File: src/sv/falu_pkg.sv
// Shared types, codes and helpers for the fixed-point ALU.
package falu_pkg;

	localparam int FALU_FRAC_BITS   = 8;
	localparam int FALU_QUEUE_DEPTH = 2;

	typedef enum logic [3:0] {
		CMD_ADD      = 4'd0,
		CMD_SUB      = 4'd1,
		CMD_MUL      = 4'd2,
		CMD_DIV      = 4'd3,
		CMD_MIN      = 4'd4,
		CMD_MAX      = 4'd5,
		CMD_INC      = 4'd6,
		CMD_DEC      = 4'd7,
		CMD_FROM_INT = 4'd8,
		CMD_TO_INT   = 4'd9,
		CMD_CMP      = 4'd10
	} cmd_t;

	typedef enum logic [1:0] {
		KIND_DONE,
		KIND_MUL,
		KIND_DIV
	} kind_t;

	typedef struct packed {
		logic lt;
		logic eq;
		logic gt;
		logic ovf;
		logic dz;
	} flags_t;

	typedef struct packed {
		kind_t       kind;
		logic        neg;
		logic [31:0] ma;
		logic [31:0] mb;
		logic [31:0] res;
		flags_t      flags;
	} op_t;

	localparam logic [31:0] S32_MAX = 32'h7fff_ffff;
	localparam logic [31:0] S32_MIN = 32'h8000_0000;

	function automatic logic [31:0] mag32(input logic [31:0] x);
		return x[31] ? (32'd0 - x) : x;
	endfunction

	// {ovf, value}: signed saturation of a magnitude with a sign
	function automatic logic [32:0] sat_mag(input logic [63:0] mag, input logic neg);
		logic [32:0] r;
		if (neg) begin
			if (mag > 64'h0000_0000_8000_0000)
				r = {1'b1, S32_MIN};
			else
				r = {1'b0, 32'd0 - mag[31:0]};
		end else begin
			if (mag > 64'h0000_0000_7fff_ffff)
				r = {1'b1, S32_MAX};
			else
				r = {1'b0, mag[31:0]};
		end
		return r;
	endfunction

endpackage

File: src/sv/falu_queue.sv
// Short queue between front and back.
module falu_queue #(
	parameter int DEPTH = falu_pkg::FALU_QUEUE_DEPTH
) (
	input  logic          clk,
	input  logic          arst_n,
	input  logic          in_valid,
	output logic          in_ready,
	input  falu_pkg::op_t in_op,
	output logic          out_valid,
	input  logic          out_ready,
	output falu_pkg::op_t out_op
);
	import falu_pkg::*;

	localparam int AW = (DEPTH > 1) ? $clog2(DEPTH) : 1;

	op_t               mem_q [DEPTH];
	logic [AW-1:0]     wr_q, rd_q;
	logic [AW:0]       cnt_q;
	logic              push, pop;

	assign in_ready  = cnt_q != (AW+1)'(DEPTH);
	assign out_valid = cnt_q != '0;
	assign push      = in_valid && in_ready;
	assign pop       = out_valid && out_ready;
	assign out_op    = mem_q[rd_q];

	always_ff @(posedge clk or negedge arst_n) begin
		if (!arst_n) begin
			wr_q  <= '0;
			rd_q  <= '0;
			cnt_q <= '0;
		end else begin
			if (push)
				wr_q <= (wr_q == AW'(DEPTH-1)) ? '0 : wr_q + 1'b1;
			if (pop)
				rd_q <= (rd_q == AW'(DEPTH-1)) ? '0 : rd_q + 1'b1;
			if (push && !pop)
				cnt_q <= cnt_q + 1'b1;
			else if (pop && !push)
				cnt_q <= cnt_q - 1'b1;
		end
	end

	always_ff @(posedge clk) begin
		if (push)
			mem_q[wr_q] <= in_op;
	end

endmodule

File: config.mk
export PLATFORM = sky130hd
export DESIGN_NAME = falu_queue
export DESIGN_NICKNAME = d
export VERILOG_FILES = /design/src/sv/falu_pkg.sv /design/src/sv/falu_queue.sv
export SDC_FILE = /design/constraint.sdc
export NUM_CORES = 1
export LEC_CHECK = 0
export BUFFER_PORTS_ARGS = -buffer_cell sky130_fd_sc_hd__clkbuf_2
export CAP_MARGIN = 15
export CORE_MARGIN = 1
export CORE_UTILIZATION = 30
export CTS_BUF_LIST = sky130_fd_sc_hd__clkbuf_8 sky130_fd_sc_hd__clkbuf_16
export DETAILED_ROUTE_END_ITERATION = 10
export GPL_TIMING_DRIVEN = 0
export PLACE_DENSITY_LB_ADDON = 0.25
export SETUP_SLACK_MARGIN = 0.02
export SLEW_MARGIN = 20
export SYNTH_ARGS = -nofsm -noshare
export SYNTH_HDL_FRONTEND = slang
export SYNTH_SLANG_ARGS = --single-unit
File: constraint.sdc
create_clock -name clk -period 8.1 [get_ports clk]
set_input_delay 1.62 -clock clk [delete_from_list [all_inputs] [get_ports clk]]
set_output_delay 1.62 -clock clk [all_outputs]
set_load 0.1 [all_outputs]
==> out/results.ini, run 1 <==
[outcome]
status = finished clean

[global_route]
met1_usage = 0.115
grt_pass1_wl_um = 22000
use_met2 = 0.188
antenna_found_initial = 0
grt_busiest_layer = met2
grt_max_degree = 45
grt_pass1_vias = 4284
grt_use_total = 0.106
grt.overflow.total = 0
grt.met3_usage = 0.0394

[yosys]
avgSynthCellArea_um2 = 23.2
yosys-top-cells-area = edfxtp_1 79%, mux2_4 9.4%, mux2_2 7.6%
postSynthCellCount = 342
yosysMostFrequentCell = edfxtp_1
async_flop_share = 0.0189
synth_ff_type = edfxtp_1
synthTopCellsByCount = 208 x edfxtp_1, 54 x mux2_2, 50 x mux2_4
yosysSeqAreaShare = 0.798
ys_seq_elements = 212
yosysTopAreaCell = edfxtp_1
synth_enable_flop_cells = 208
ys_warn_count = 0
ys_types = 17
syn-num-nets = 451
synth_top_area_share = 0.786
netlist_area_um2 = 7950

[clock_network]
cts_buffer_depth = 3
ctsResizeCount = 0
htreeDepth = 1
cts_tree = done
clock_sinks = 212
cts_setup_buffers = 0
clk_pin_slew_ns = 0.06
cts_hold_buf = 0
insertion_delay_ns = 0.50
cts_buffers = 24
root_buffer = clkbuf_16

[routing]
drcViolationCount = 0
ant_nets = 0
dr_total_vias = 3955
drt-pass1-iter-count = 4
wl_per_cell_um = 15.8
drt_iter0_markers = 200
wl_um = 14900
routed_via_density = 4.21

[setup_path]
critPathMaxFanout = 10
start_kind = flop
path_class = flop to primary output
r2r_cells = 6
arrival_ns = 2.02
end_kind = primary output
worstPathRequired_ns = 6.48

[sta]
timing.final.crit_share = 0.449
tightest_slew_ns = 0.585
slew_viol_final = 0
fmax_mhz = 275
min_period_ns = 3.64
hold_viol = 0
finalSetupViolations = 0
clock_skew_ns = 0.0104
slew-limit-headroom = 0.612
rsz0062_at_grt = false

[finish]
diodes = 0
final_cells = 940
layout.filler_cells = 2385
final_nets = 697
area_growth_pct = 30.7
design_area_um2 = 10400
multiInputGateArea_um2 = 1460
seqCellArea_um2 = 6350
drive_gt1_frac = 0.613

[floorplanning]
die_area_um2 = 27200
die_h_um = 165
start_util = 0.305
num_rows = 59
fp.coreArea_um2 = 26100
io_pins = 214
die_w_um = 165

[flow_run]
drv_cap = 0

[place]
place_inst = 897
place_congestion = 0.667
placed_area_um2 = 9630
hpwlAfterDp_um = 10500
io_buffers = 213

[hold_path]
hold_depth = 1
hold_class = flop to flop

==> path summary, 6_finish.rpt <==
kind                           from  slack [ns]      endpoint
max                            rd_q        4.46    out_op[56]
max in group asynchronous    arst_n        7.03      cnt_q[0]
max reg2reg                cnt_q[0]        6.08  mem_q[0][68]
min in group asynchronous    arst_n        0.92      cnt_q[1]
min reg2reg                cnt_q[1]        0.49      cnt_q[1]
min                        cnt_q[1]        0.49      cnt_q[1]
==> layer usage <==
metal	up-vias	wire (um)
li1	1853	-
met1	1931	5700
met2	143	7500
met3	28	1340
met4	0	315
met5	-	0
==> cell type report <==
| cell class | count | area share |
|---|---|---|
| sequential | 212 | 0.611 |
| tap | 335 | 0.0403 |
| inverter | 1 | 0.000361 |
| multi-input combinational | 117 | 0.141 |
| clock buffer | 25 | 0.0602 |
| clock inverter | 18 | 0.0126 |
| timing repair buffer | 220 | 0.120 |
| buffer | 12 | 0.0146 |
==> layout by cell type (no fill, tap or decap), drive strengths merged <==
| cell | instances |
|---|---|
| and3 | 1 |
| buf | 19 |
| bufinv | 2 |
| clkbuf | 238 |
| clkinv | 6 |
| clkinvlp | 2 |
| dfrtp | 4 |
| edfxtp | 208 |
| ha | 1 |
| inv | 9 |
| mux2 | 104 |
| nand2 | 2 |
| nand2b | 1 |
| nor2 | 2 |
| or2 | 1 |
| xnor2 | 3 |
| xor2 | 2 |
==> sequential cells by signal, indices dropped and copies added (netlist names) <==
signal	count
mem_q	208
wr_q	1
cnt_q	2
rd_q	1
==> per-stage QoR <==
| stage | hold WS (ns) | setup TNS (ns) | setup slack (ns) | util |
|---|---|---|---|---|
| 6_report | 0.490 | 0 | 4.46 | 0.399 |
| 5_1_grt | 0.547 | 0 | 4.36 | 0.399 |
| 4_1_cts | 0.499 | 0 | 4.39 | 0.399 |
| 3_5_place_dp | 0.485 | 0 | 4.91 | 0.370 |
| 3_3_place_gp | 0.479 | -106.71 | -1.03 | 0.362 |
| 2_1_floorplan | 0.456 | 0 | 1.44 | - |
==> cells by family (layout without fill, tap and decap cells) <==
group         after synthesis  after routing  synth area share
flops                     212            212             0.798
mux                       104            104             0.171
buf+inv                    13            276            0.0195
simple gates                7              7           0.00425
xor+xnor                    5              5           0.00551
fa+ha+maj                   1              1           0.00157
==> worst max-delay path: stages (launching register included) <==
cell and delay, ns:
dfrtp_1 0.34, buf_6 0.13, buf_8 0.19, buf_12 0.17, mux2_4 0.30, clkbuf_2 0.39
Power of run 1 is not shown: default switching activity piles up to over one toggle a cycle in this logic, so the estimate is an artifact.
==> run 2, diff against run 1 <==
==> constraint.sdc (replaced) <==
create_clock -name clk -period 3.8 [get_ports clk]
set_input_delay 0.76 -clock clk [delete_from_list [all_inputs] [get_ports clk]]
set_output_delay 0.76 -clock clk [all_outputs]
set_load 0.1 [all_outputs]
==> out/results.ini, run 2 (synthesis results as in run 1) <==
[finish]
layout.filler_cells = 2404  ; +0.80%
area_growth_pct = 29.5
mostFrequentLayoutCell = clkbuf_2
final_nets = 695  ; -0.29%
final_cell_mix = 213 x clkbuf_2, 208 x edfxtp_1, 54 x mux2_2
reg.largest.list = mem_q: 208 flops, cnt_q: 2 flops
drive_gt1_frac = 0.605  ; -0.00792
max_flop_register = mem_q
design_area_um2 = 10300  ; -0.90%
final_cells = 938  ; -0.21%
diodes = 0  ; unchanged
largest_reg_flops = 208  ; unchanged

[global_route]
grt_max_degree = 49  ; +8.9%
grt_use_total = 0.105  ; -0.000712
antenna_found_initial = 0  ; unchanged
grt_pass1_wl_um = 22000  ; about the same
grt.overflow.total = 0  ; unchanged
grt_pass1_vias = 4212  ; -1.7%

[place]
hpwlAfterDp_um = 10300  ; -1.6%
place_congestion = 0.655  ; -1.8%
placed_area_um2 = 9590  ; -0.44%
place_inst = 896  ; -0.11%
io_buffers = 213  ; unchanged
dp_slack_ns = 1.46  ; -3.45 ns

[sta]
fmax_mhz = 357
setup_slack_ns = 0.996  ; -3.46 ns
clock_skew_ns = 0.00757  ; -0.00286 ns
timing.final.crit_share = 0.738
tightest_slew_ns = 0.645  ; +0.0603 ns
hold_viol = 0  ; unchanged
rsz0062_at_grt = false
slew-limit-headroom = 0.569  ; -0.0429
min_period_ns = 2.80
tns_ns = 0  ; unchanged
finalSetupViolations = 0  ; unchanged
slew_viol_final = 0  ; unchanged

[routing]
drcViolationCount = 0  ; unchanged
wl_per_cell_um = 15.7  ; -0.65%
wl_um = 14700  ; -0.86%
drt-pass1-iter-count = 4  ; unchanged
dr_total_vias = 3962  ; +0.18%
ant_nets = 0  ; unchanged
drt_iter0_markers = 167  ; -17%
routed_via_density = 4.22  ; +0.39%

[setup_path]
worstPathRequired_ns = 3.04  ; -3.44 ns
start_kind = flop
worst_r2r_endpoint = mem_q[0][48]
path_class = flop to primary output
arrival_ns = 2.04  ; +0.02 ns
end_kind = primary output
timing.reg2reg.setup_slack_ns = 1.73  ; -4.35 ns
critPathMaxFanout = 10  ; unchanged
r2r_cells = 5  ; -1
r2r_start = cnt_q[0]

[floorplanning]
die_area_um2 = 27200  ; unchanged
fp.coreArea_um2 = 26100  ; unchanged
start_util = 0.305  ; unchanged
num_rows = 59  ; unchanged
die_w_um = 165  ; unchanged
io_pins = 214  ; unchanged
die_h_um = 165  ; unchanged

[clock_network]
cts_buffer_depth = 3  ; unchanged
insertion_delay_ns = 0.50  ; about the same
htreeDepth = 1  ; unchanged
cts_buffers = 23  ; -4.2%
ctsResizeCount = 0  ; unchanged
cts_tree = done
cts_hold_buf = 0  ; unchanged
clk_pin_slew_ns = 0.05  ; about the same
cts_setup_buffers = 0  ; unchanged
clock_sinks = 212  ; unchanged
root_buffer = clkbuf_16

[outcome]
status = finished clean

[hold_path]
hold_class = input pin to asynchronous set/reset pin

[flow_run]
drv_cap = 0  ; unchanged

-- run 2: worst max path at each step --
| stage | from | end | slack, ns | cells after the start |
|---|---|---|---|---|
| 3_3_place_gp | in_valid | mem_q[0][45] | 0.02 | 3 |
| 6_report | rd_q | out_op[34] | 1.0 | 5 |
| 2_1_floorplan | cnt_q[0] | mem_q[0][0] | 0.30 | 3 |
| 5_1_grt | rd_q | out_op[34] | 0.89 | 5 |
| 3_5_place_dp | in_valid | mem_q[0][48] | 1.46 | 5 |
| 4_1_cts | rd_q | out_op[34] | 0.91 | 5 |
-- run 2: cell type report --
| cell class | instances | area [um2] | share of cell area |
|---|---|---|---|
| Timing Repair Buffer | 219 | 1210 | 0.117 |
| Clock inverter | 19 | 130 | 0.0126 |
| Sequential cell | 212 | 6350 | 0.616 |
| Tap cell | 335 | 419 | 0.0407 |
| Clock buffer | 23 | 576 | 0.0559 |
| Multi-Input combinational cell | 117 | 1460 | 0.142 |
| Buffer | 12 | 151 | 0.0147 |
| Inverter | 1 | 3.75 | 0.000365 |
-- run 2: per-layer routing --
layer,global-route usage,routed length [um],vias to the layer above
met5,0,0,-
met4,0.0329,402,0
met2,0.181,7240,156
met1,0.122,5780,1928
li1,-,-,1854
met3,0.0367,1310,24
-- run 2: worst max-delay path: stages (launching register included) --
cell and delay [ns]:
dfrtp_1 0.33, buf_6 0.13, buf_8 0.19, buf_12 0.18, mux2_4 0.30, clkbuf_2 0.39
-- run 2: metrics by stage --
step / utilization / hold WS, ns
finish: 0.395 / 0.0529
floorplan: - / 0.456
detailed placement: 0.368 / 0.501
CTS: 0.395 / 0.0239
global placement: 0.362 / 0.474
global route: 0.395 / 0.0325
Power of run 2 is left out for the same reason.
