$ cat config.mk
export PLATFORM = sky130hd
export DESIGN_NAME = falu_front
export DESIGN_NICKNAME = d
export VERILOG_FILES = /design/src/sv/falu_pkg.sv /design/src/sv/falu_front.sv
export SDC_FILE = /design/constraint.sdc
export NUM_CORES = 1
export LEC_CHECK = 0
export ABC_CLOCK_PERIOD_IN_PS = 3010
export BUFFER_PORTS_ARGS = -buffer_cell sky130_fd_sc_hd__buf_2
export CORE_ASPECT_RATIO = 0.9
export CORE_UTILIZATION = 29
export CTS_CLUSTER_SIZE = 14
export DETAILED_ROUTE_END_ITERATION = 8
export PLACE_DENSITY = 0.58
export SLEW_MARGIN = 20
export SYNTH_ARGS = -nofsm -noshare
export SYNTH_HDL_FRONTEND = slang
export SYNTH_SLANG_ARGS = --single-unit
$ cat constraint.sdc
create_clock -name clk -period 3.01 [get_ports clk]
set_input_delay 0 -clock clk [delete_from_list [all_inputs] [get_ports clk]]
set_output_delay 0 -clock clk [all_outputs]
set_load 0.01 [all_outputs]
$ cat src/sv/falu_pkg.sv
// Shared types, codes and helpers for the fixed-point ALU.
package falu_pkg;

	localparam int FALU_FRAC_BITS   = 8;
	localparam int FALU_QUEUE_DEPTH = 2;

	typedef enum logic [3:0] {
		CMD_ADD      = 4'd0,
		CMD_SUB      = 4'd1,
		CMD_MUL      = 4'd2,
		CMD_DIV      = 4'd3,
		CMD_MIN      = 4'd4,
		CMD_MAX      = 4'd5,
		CMD_INC      = 4'd6,
		CMD_DEC      = 4'd7,
		CMD_FROM_INT = 4'd8,
		CMD_TO_INT   = 4'd9,
		CMD_CMP      = 4'd10
	} cmd_t;

	typedef enum logic [1:0] {
		KIND_DONE,
		KIND_MUL,
		KIND_DIV
	} kind_t;

	typedef struct packed {
		logic lt;
		logic eq;
		logic gt;
		logic ovf;
		logic dz;
	} flags_t;

	typedef struct packed {
		kind_t       kind;
		logic        neg;
		logic [31:0] ma;
		logic [31:0] mb;
		logic [31:0] res;
		flags_t      flags;
	} op_t;

	localparam logic [31:0] S32_MAX = 32'h7fff_ffff;
	localparam logic [31:0] S32_MIN = 32'h8000_0000;

	function automatic logic [31:0] mag32(input logic [31:0] x);
		return x[31] ? (32'd0 - x) : x;
	endfunction

	// {ovf, value}: signed saturation of a magnitude with a sign
	function automatic logic [32:0] sat_mag(input logic [63:0] mag, input logic neg);
		logic [32:0] r;
		if (neg) begin
			if (mag > 64'h0000_0000_8000_0000)
				r = {1'b1, S32_MIN};
			else
				r = {1'b0, 32'd0 - mag[31:0]};
		end else begin
			if (mag > 64'h0000_0000_7fff_ffff)
				r = {1'b1, S32_MAX};
			else
				r = {1'b0, mag[31:0]};
		end
		return r;
	endfunction

endpackage

$ cat src/sv/falu_front.sv
// Front stage: takes input beats, does the short operations, prepares mul/div.
module falu_front #(
	parameter int FRAC_BITS = falu_pkg::FALU_FRAC_BITS
) (
	input  logic           clk,
	input  logic           arst_n,
	input  logic           s_tvalid,
	output logic           s_tready,
	input  logic [63:0]    s_tdata,   // operand_a, operand_b
	input  logic [3:0]     s_tuser,   // cmd
	output logic           op_valid,
	input  logic           op_ready,
	output falu_pkg::op_t  op
);
	import falu_pkg::*;

	logic [31:0]          a, b;
	cmd_t                 cmd;
	logic [32:0]          x, y, s;
	logic [31+FRAC_BITS:0] fi;
	logic                 fi_ok;
	op_t                  op_d;
	logic                 f_vld_q;
	op_t                  op_q;

	assign a   = s_tdata[31:0];
	assign b   = s_tdata[63:32];
	assign cmd = cmd_t'(s_tuser);
	assign x   = {a[31], a};

	always_comb begin
		case (cmd)
			CMD_SUB: y = 33'd0 - {b[31], b};
			CMD_INC: y = 33'd1;
			CMD_DEC: y = {33{1'b1}};
			default: y = {b[31], b};
		endcase
	end

	assign s     = x + y;
	assign fi    = {a, {FRAC_BITS{1'b0}}};
	assign fi_ok = (&fi[31+FRAC_BITS:31]) || !(|fi[31+FRAC_BITS:31]);

	always_comb begin
		op_d = '0;
		op_d.kind = KIND_DONE;
		unique case (cmd) inside
			CMD_ADD, CMD_SUB, CMD_INC, CMD_DEC: begin
				if (s[32] != s[31]) begin
					op_d.flags.ovf = 1'b1;
					op_d.res       = s[32] ? S32_MIN : S32_MAX;
				end else begin
					op_d.res = s[31:0];
				end
			end
			CMD_MUL: begin
				op_d.kind = KIND_MUL;
				op_d.neg  = a[31] ^ b[31];
				op_d.ma   = mag32(a);
				op_d.mb   = mag32(b);
			end
			CMD_DIV: begin
				if (b == 32'd0) begin
					op_d.flags.dz = 1'b1;
				end else begin
					op_d.kind = KIND_DIV;
					op_d.neg  = a[31] ^ b[31];
					op_d.ma   = mag32(a);
					op_d.mb   = mag32(b);
				end
			end
			CMD_MIN: op_d.res = ($signed(a) < $signed(b)) ? a : b;
			CMD_MAX: op_d.res = ($signed(a) > $signed(b)) ? a : b;
			CMD_FROM_INT: begin
				if (fi_ok) begin
					op_d.res = fi[31:0];
				end else begin
					op_d.flags.ovf = 1'b1;
					op_d.res       = a[31] ? S32_MIN : S32_MAX;
				end
			end
			CMD_TO_INT: op_d.res = 32'($signed(a) >>> FRAC_BITS);
			CMD_CMP: begin
				op_d.flags.lt = $signed(a) < $signed(b);
				op_d.flags.eq = a == b;
				op_d.flags.gt = $signed(a) > $signed(b);
			end
			default: op_d = op_d;
		endcase
	end

	assign s_tready = !f_vld_q || op_ready;

	always_ff @(posedge clk or negedge arst_n) begin
		if (!arst_n) begin
			f_vld_q <= 1'b0;
		end else if (s_tready) begin
			f_vld_q <= s_tvalid;
		end
	end

	always_ff @(posedge clk) begin
		if (s_tready && s_tvalid) begin
			op_q <= op_d;
		end
	end

	assign op_valid = f_vld_q;
	assign op       = op_q;

endmodule

==> results of run 1 <==
cells by family (layout without fill, tap and decap cells):
kind of cell / after synthesis / after routing
adder cells (fa/ha/maj): 68 / 68
AND/OR/NAND/NOR: 463 / 463
multiplexers: 24 / 24
flip-flops: 105 / 105
XOR/XNOR: 84 / 84
AO/OA/AOI/OAI: 373 / 373
buffers and inverters: 140 / 588
flip-flops by register name, indices dropped and copies added (netlist names):
signal,cells
op,104
op_valid,1
cell usage after synthesis (12+ instances only):
library cell / instances
nor2_1: 162
nand2_1: 123
a21oi_1: 104
edfxtp_1: 104
clkbuf_1: 70
ha_1: 67
o21ai_0: 63
inv_1: 49
xnor2_1: 47
xor2_1: 36
nand3_1: 35
nand4_1: 31
o22a_1: 26
mux2i_1: 22
a211oi_1: 21
o211ai_1: 20
and2_1: 16
a21o_1: 15
a31oi_1: 15
nand2b_1: 15
a2bb2oi_1: 14
a311oi_1: 14
or3_1: 13
nor3_1: 12
o31ai_1: 12
worst max-delay path by stage:
stage                start     end  slack [ns]  cells past startpoint
2_1_floorplan  s_tdata[48]  op[27]       -1.16                     19
3_3_place_gp   s_tdata[48]  op[15]       -2.23                     18
3_5_place_dp   s_tdata[48]  op[15]       -2.20                     18
4_1_cts        s_tdata[48]   op[9]       -1.21                     20
5_1_grt        s_tdata[48]  op[25]       -1.41                     21
6_report       s_tdata[48]  op[21]       -1.25                     21
metrics by stage:
stage / hold slack (ns) / total power (W) / setup WS, ns
2_1_floorplan: -0.296 / 0.00313 / -1.16
3_3_place_gp: -0.226 / 0.00426 / -2.23
3_5_place_dp: -0.224 / 0.00426 / -2.20
4_1_cts: 0.0278 / 0.00557 / -1.21
5_1_grt: 0.0472 / 0.00595 / -1.41
6_report: 0.0470 / 0.00567 / -1.25
critical path: stages:
cell	delay (ns)
buf_6	0.09
or4_4	0.55
nor4_4	0.26
nand4_1	0.25
or3_4	0.39
or3_4	0.34
or3_4	0.36
nor2_2	0.09
nor2_1	0.05
o22a_1	0.21
ha_4	0.24
a21oi_4	0.16
nand2_2	0.09
a21o_1	0.17
a21oi_2	0.17
o31ai_4	0.12
xnor2_2	0.27
xor2_2	0.17
buf_6	0.15
clkbuf_16	0.16
a2bb2oi_1	0.07
routing by layer:
layer	up-vias	wire [um]	part of all wire	global-route usage
met5	-	0	0	0
met4	0	752	0.016	0.0519
met3	55	3570	0.078	0.0344
met2	539	19000	0.42	0.367
met1	5444	22300	0.49	0.391
li1	5547	-	-	-
timing repair:
item                                    CTS  global route
endpoints found under the hold margin     2             0
setup buffers                             4             2
cloned                                    0             1
resized for setup                        21             8
pin swaps                                13             2
endpoints found under the setup margin   33            33
hold buffers                              4             0
power by group through the flow:
stage	Sequential [W]	Combinational, W	Clock, W
6_report	0.00178	0.00264	0.00124
3_5_place_dp	0.00182	0.00245	0
4_1_cts	0.00179	0.00251	0.00127
3_3_place_gp	0.00182	0.00244	0
2_1_floorplan	0.00187	0.00126	0
5_1_grt	0.00180	0.00285	0.00131
cell type report:
class                   instances  area (sq um)  area share
well taps                     462           578      0.0393
inverters                      50           188      0.0127
repair buffers                522          3670       0.249
flip-flops and latches        105          3150       0.214
multi-input cells            1012          6840       0.465
clock buffers                   9           225      0.0153
clock inverters                 7          73.8     0.00501
==> metrics list, run 1 <==
* Result of the run: finished with violations
* Violations in the final reports: setup timing
* Layout cell share with drive strength beyond 1: 0.350
- The tree built by TritonCTS fans out to 105 sinks.
* Post-synthesis register bit count: 105
- Core footprint: 34400 sq um
- STA classifies the critical path endpoint as a register.
- Clock network fraction of total power: 0.219
- Kind of path behind the tightest hold check: input pin to register
- After detailed routing, the average wire length per cell comes to 21.0 um.
- Area share of the largest cell type after synthesis: 0.306
* CTS tree: built
* Data arrival time at the worst-slack endpoint: 4.40 ns
- The first global-routing pass estimated 68.0 mm of wire.
- Final Slew Violations: 0
- Unrepaired setup endpoints after global routing: yes
* Port Buffer Count: 177
* Worst-case hold path end point: op[102]
- Entering global routing, the biggest net connects 65 pins.
- Count of routing violations after the opening detailed-route iteration: 1132
* Data required time of the worst path: 3.15 ns
- In this run the tightest slew margin relative to its limit is 0.460.
- Relative contribution of combinational cells to total power: 0.467
- The hold violation total from the final report was 0.
- Of all flip-flops after synthesis, the portion carrying an async set or reset was 0.00952.
- Total length of routed wires: 45.6 mm
- The number of antenna violations at the first check in global routing was 0.
- The floorplan has 64 rows.
- Final design utilization: 0.429
- After synthesis, the share of cell area in mux cells is 0.0241.
- Of the total power, the share spent switching nets is 0.376.
- The floorplan step set the die height to 180 um.
- For this run, the top clock speed supported by timing is 235 MHz.
- Sequential element share of the synthesized area: 0.308
- For the worst flop-to-flop path, the logic depth is 3.
- Final worst path period share: 1.41
- Of the total synthesized cell area, the portion taken by XOR and XNOR cells is 0.0728.
* Vias after detailed routing: 11600
- For this configuration, the core starts out at a cell density of 0.297.
- Synthesis warning total: 0
* Layout Nets: 1840
- Internal cell power: 0.00354 W
* Critical path start-end classification: input pin to register
- In this run, CTS created clock tree buffers numbering 9.
- Leak Pwr: 6.51 nW
- Slew at the pin closest to its max-slew limit: 0.801 ns
- In this run the cell area measured after placement is 14200 sq um.
- The biggest area contributor in the post-synthesis netlist is edfxtp_1.
- The smallest clock period supported by the final layout is computed as 4.26 ns.
* Sequential Power Share: 0.315
- Dividing total power by cell area gives a power density of 385 nW/um^2.
- Remaining design rule violation count: 0
- Kind of start point of the critical path: input pin
- The worst hold path begins at s_tuser[3].
* Ports placed on the boundary: 178
- DPL Wire Length: 36.6 mm
* Max-cap check violation count: 0
- Worst-case vdd ir drop: 0.218 mV
* R2r startpoint: op_valid
* Number of instances in the synthesized netlist: 1257
- Using the TritonRoute via totals, the vias-per-cell ratio works out to 5.35.
- Clock skew on the completed layout was measured at 0.0109 ns.
- After synthesis the cells add up to 10200 sq um.
- In this run the horizontal extent of the chip is 200 um.
- Number of enable-type register cells in the synthesized netlist: 104
- Clock-pin slew was measured on the worst setup and hold paths at 0.08 ns.
- In this run, placement finished with an instance count of 2141.
- For the worst-skew pair, the clock arrives at the later sink with an insertion delay of 0.39 ns.
- Global Route Usage Sum: 0.253
* Synthesis-to-finish area growth: 44.2%
- Counting every net in the synthesized netlist gives 1397.
- Once detail routing completed, the nets flagged for antenna violations numbered 0.
- Area share of fa/ha/maj cells after synthesis: 0.0841
* Initial DRT Pass Iterations: 5
- Across all register-to-register paths, the minimum setup slack is 1.22 ns.
- By area, the combinational part of the netlist is dominated by compound AO/OA/AOI/OAI gates.
* Number of global-route vias before repair: 11000
* Total Neg Setup Slack: -39.30 ns
- Once layout is done, the placed cells without fillers occupy 14700 sq um.
- After layout, the worst setup slack is -1.25 ns.
- The compound-cell area share of the yosys netlist was 0.244.
* Number of diodes added for antenna fixing: 0
- Syn_area_per_cell: 8.12 sq um
- The tree is rooted in a clkbuf_16.
* Simple-gate area share of the yosys netlist: 0.213
- Final Non-Filler Cells: 2167
* Hold depth: 2
- In this run the deepest clock path goes through 2 buffers.
* Final setup violation count: 33
- Summed over all nets, the switching power comes to 0.00213 W.
- Leaving out fill and tap cells, the most frequent cells in the layout are buf_4, buf_2, nor2_1.
- For this run the aggregate overflow at the end of global routing stands at 0.
- Top area cells in the synthesized netlist: edfxtp_1, ha_1, nor2_1, a21oi_1, nand2_1
- The layout has 3423 filler cells.
* Clock H-tree levels: 3
- Synth unique cells: 69
* Routability Congestion: 0.983
- Leaving out fill and tap cells, the most frequent cell in the layout is buf_4.
- Die footprint: 36000 sq um
* Highest net fanout along the worst path: 11
- Capture instance of the worst register-to-register path: op[42]
* Commonest register cell after synthesis: edfxtp_1
Power figures use the tool's default switching activity.
==> run 2, diff against run 1 <==
SKIP_LAST_GASP = 1   (was not set)
SLEW_MARGIN = not set   (was 20)
==> run 2 against run 1 <==
The run still ends with setup timing left. Clock skew barely moved. First-iteration DRC count rose by 0.53%. Core utilization about the same. Design area about the same. Combinational power is essentially flat. Total power down 0.12%. Critical path depth did not move. Sequential power about the same. Hold slack better by 0.00071 ns. Routed wire length rose by 0.14%.
==> metrics list, run 2 (synthesized netlist as in run 1, its figures left out) <==
- The share of total power dissipated in sequential elements is 0.315.
- Leading cell types in the layout, fill and taps excluded: buf_4, buf_2, nor2_1
- The critical path goes through buf_6, or4_4, nor4_4, nand4_1, or3_4, or3_4, or3_4, nor2_2, nor2_1, o22a_1, ha_4, a21oi_4, nand2_2, a21o_1, a21oi_2, o31ai_4, xnor2_2, xor2_2, buf_6, clkbuf_16, a2bb2oi_1.
* Final Non-Filler Cells: 2167
- The final reports fail on setup timing.
- Net switching power figure: 0.00212 W
- In this run the power density over the cells is 385 nW/um^2.
- Number of diodes added for antenna fixing: 0
- Highest net fanout along the worst path: 11
- The number of pins exceeding their max-slew limit in the final report came to 0.
- From bottom edge to top edge, the die measures 180 um.
- On the critical path the largest part of the delay comes from simple AND/OR/NAND/NOR gates.
- The initial utilization of the core area, before any placement, comes to 0.297.
* Routed length per instance: 21.1 um
* Cell count after placement: 2141
* Max-cap check violation count: 0
* Maximum number of pins on one net before global-route repair: 65
* Clock skew after layout: 0.0108 ns
- Total of fill cells in the finished design: 3429
- In this run the worst setup path begins at s_tdata[48].
- Number of global-route vias before repair: 11000
- The count of nets left with antenna violations once routing finished came out at 0.
- Remaining design rule violation count: 0
- Final Hold Vio Count: 0
- CTS tree: built
* Relative max-transition margin: 0.457
* Vias after detailed routing: 11600
- Initial DRT Pass Iterations: 7
- Number of rows created at floorplan: 64
* Unrepaired setup endpoints after global routing: yes
- The critical path ends at op[27].
- Slowest library cell on the worst path: or4_4
* Relative contribution of combinational cells to total power: 0.466
- Number of clock sinks seen by CTS: 105
* Slew at the pin closest to its max-slew limit: 0.809 ns
- Fin area: 14700 sq um
- STA classifies the critical path endpoint as a register.
* Number of antenna violations at the first check in global routing: 0
- Capture instance of the worst register-to-register path: op[42]
- The critical path is of the input pin to register type.
- Clock slew at reported path FFs: 0.08 ns
- For flop-to-flop paths, the worst setup slack is 1.21 ns.
- Final worst path period share: 1.41
- Kind of start point of the critical path: input pin
- Summed over all layers, the global routing overflow is 0.
- Measured along the x axis, the die boundary spans 200 um.
* Port Buffer Count: 177
* Cells on worst reg2reg path: 3
- The sequential cells in the finished layout cover a total of 3150 sq um.
- The critical path contains buffers and inverters numbering 3 combined.
- At the worst endpoint, the arrival time is 4.37 ns.
* Die footprint: 36000 sq um
- Adding up every negative setup slack in the final design gives -39.00 ns.
- The multi-input combinational cells in the finished layout cover a total of 6830 sq um.
- Leaving out fill and tap cells, the most frequent cell in the layout is buf_4.
- The worst path in the final design needs a cycle of 4.24 ns, including I/O delays and setup.
* Clock H-tree levels: 3
* Result of the run: finished with violations
* Clock network fraction of total power: 0.219
- In this run the static leakage power is 6.51 nW.
* Max FFs per register: 104
- After layout, the worst setup slack is -1.23 ns.
- Of the cells placed in the final design, the portion with a size suffix greater than 1 is 0.348.
* Routability Congestion: 0.983
- 178 I/O pins were placed.
- DPL Wire Length: 36.6 mm
* Total power after layout: 0.00566 W
- R2r startpoint: op_valid
* Global-route wire length before repair: 67.9 mm
* Internal cell power: 0.00353 W
- Layout Nets: 1840
- By instance count, the cell type seen most on the critical path is or3_4.
- The area growth from synthesis to layout is 44.1%.
- Data required time of the worst path: 3.14 ns
* Clock latency on the worst-skew pair: 0.39 ns
* Depth of the critical timing path with buffers and inverters included: 21
* Fraction of power spent switching nets: 0.375
* Worst-case vdd ir drop: 0.215 mV
- OpenSTA, run right after detailed placement, puts the worst setup slack at -2.20 ns.
- Placed instance area: 14200 sq um
- Core footprint: 34400 sq um
- Wires add up to 45.7 mm.
- Static timing analysis puts the maximum clock frequency at 236 MHz.
- In the global route stage, overall resource usage came out at 0.253.
- Slowest Stage Delay on Critical Path: 0.55 ns
- Buffer depth of the longest clock path: 2
- TritonCTS created 9 clock buffers.
- CTS root buffer: clkbuf_16
- The path class of the tightest hold or removal check is input pin to register.
* Via-per-instance ratio: 5.34
- Setup violations remaining at the end of the flow were counted as 33.
* Count of routing violations after the opening detailed-route iteration: 1138
==> run 2: cell count changes in the layout (fill, tap and decap cells not counted) <==
cell	previous run	this run
a2bb2oi_2	1	0
o21ai_0	56	58
o21ai_2	5	3
a2bb2oi_1	13	14
==> run 2: worst min-delay path by stage <==
stage,from,slack (ns),end,cells after the start
floorplan,arst_n,-0.30,op_valid,0
global placement,arst_n,-0.23,op_valid,1
detailed placement,arst_n,-0.22,op_valid,1
CTS,s_tuser[3],0.03,op[102],2
global route,s_tuser[3],0.05,op[102],2
finish,s_tuser[3],0.05,op[102],2
==> run 2: final cells by class <==
class	instances	share of cell area
sequential	105	0.214
tap	462	0.0393
timing repair buffer	522	0.250
inverter	50	0.0128
clock inverter	7	0.00502
multi-input combinational	1012	0.464
clock buffer	9	0.0153
==> run 2: what timing repair did <==
action,CTS,global route
hold endpoints to repair,2,0
buffers inserted,4,3
resized for setup,16,8
hold buffers,4,0
cloned,0,1
pin swaps,12,2
endpoints found under the setup margin,33,33
==> run 2: routing by layer <==
metal  global-route usage  routed length, um  vias up
li1                     -                  -     5548
met2                0.367              19000      506
met5                    0                  0        -
met4               0.0519                751        0
met1                0.391              22400     5467
met3               0.0344               3420       57
==> run 2: stage by stage <==
stage / hold slack (ns) / utilization
floorplan: -0.296 / -
global placement: -0.226 / 0.413
detailed placement: -0.224 / 0.413
CTS: 0.0278 / 0.426
global route: 0.0472 / 0.428
finish: 0.0477 / 0.428
==> run 2: power by group through the flow <==
stage	Combinational, W	Sequential (W)	Clock (W)
after global routing	0.00284	0.00180	0.00131
after detailed placement	0.00245	0.00182	0
after CTS	0.00251	0.00179	0.00127
after floorplan	0.00126	0.00187	0
after global placement	0.00244	0.00182	0
final	0.00264	0.00178	0.00124
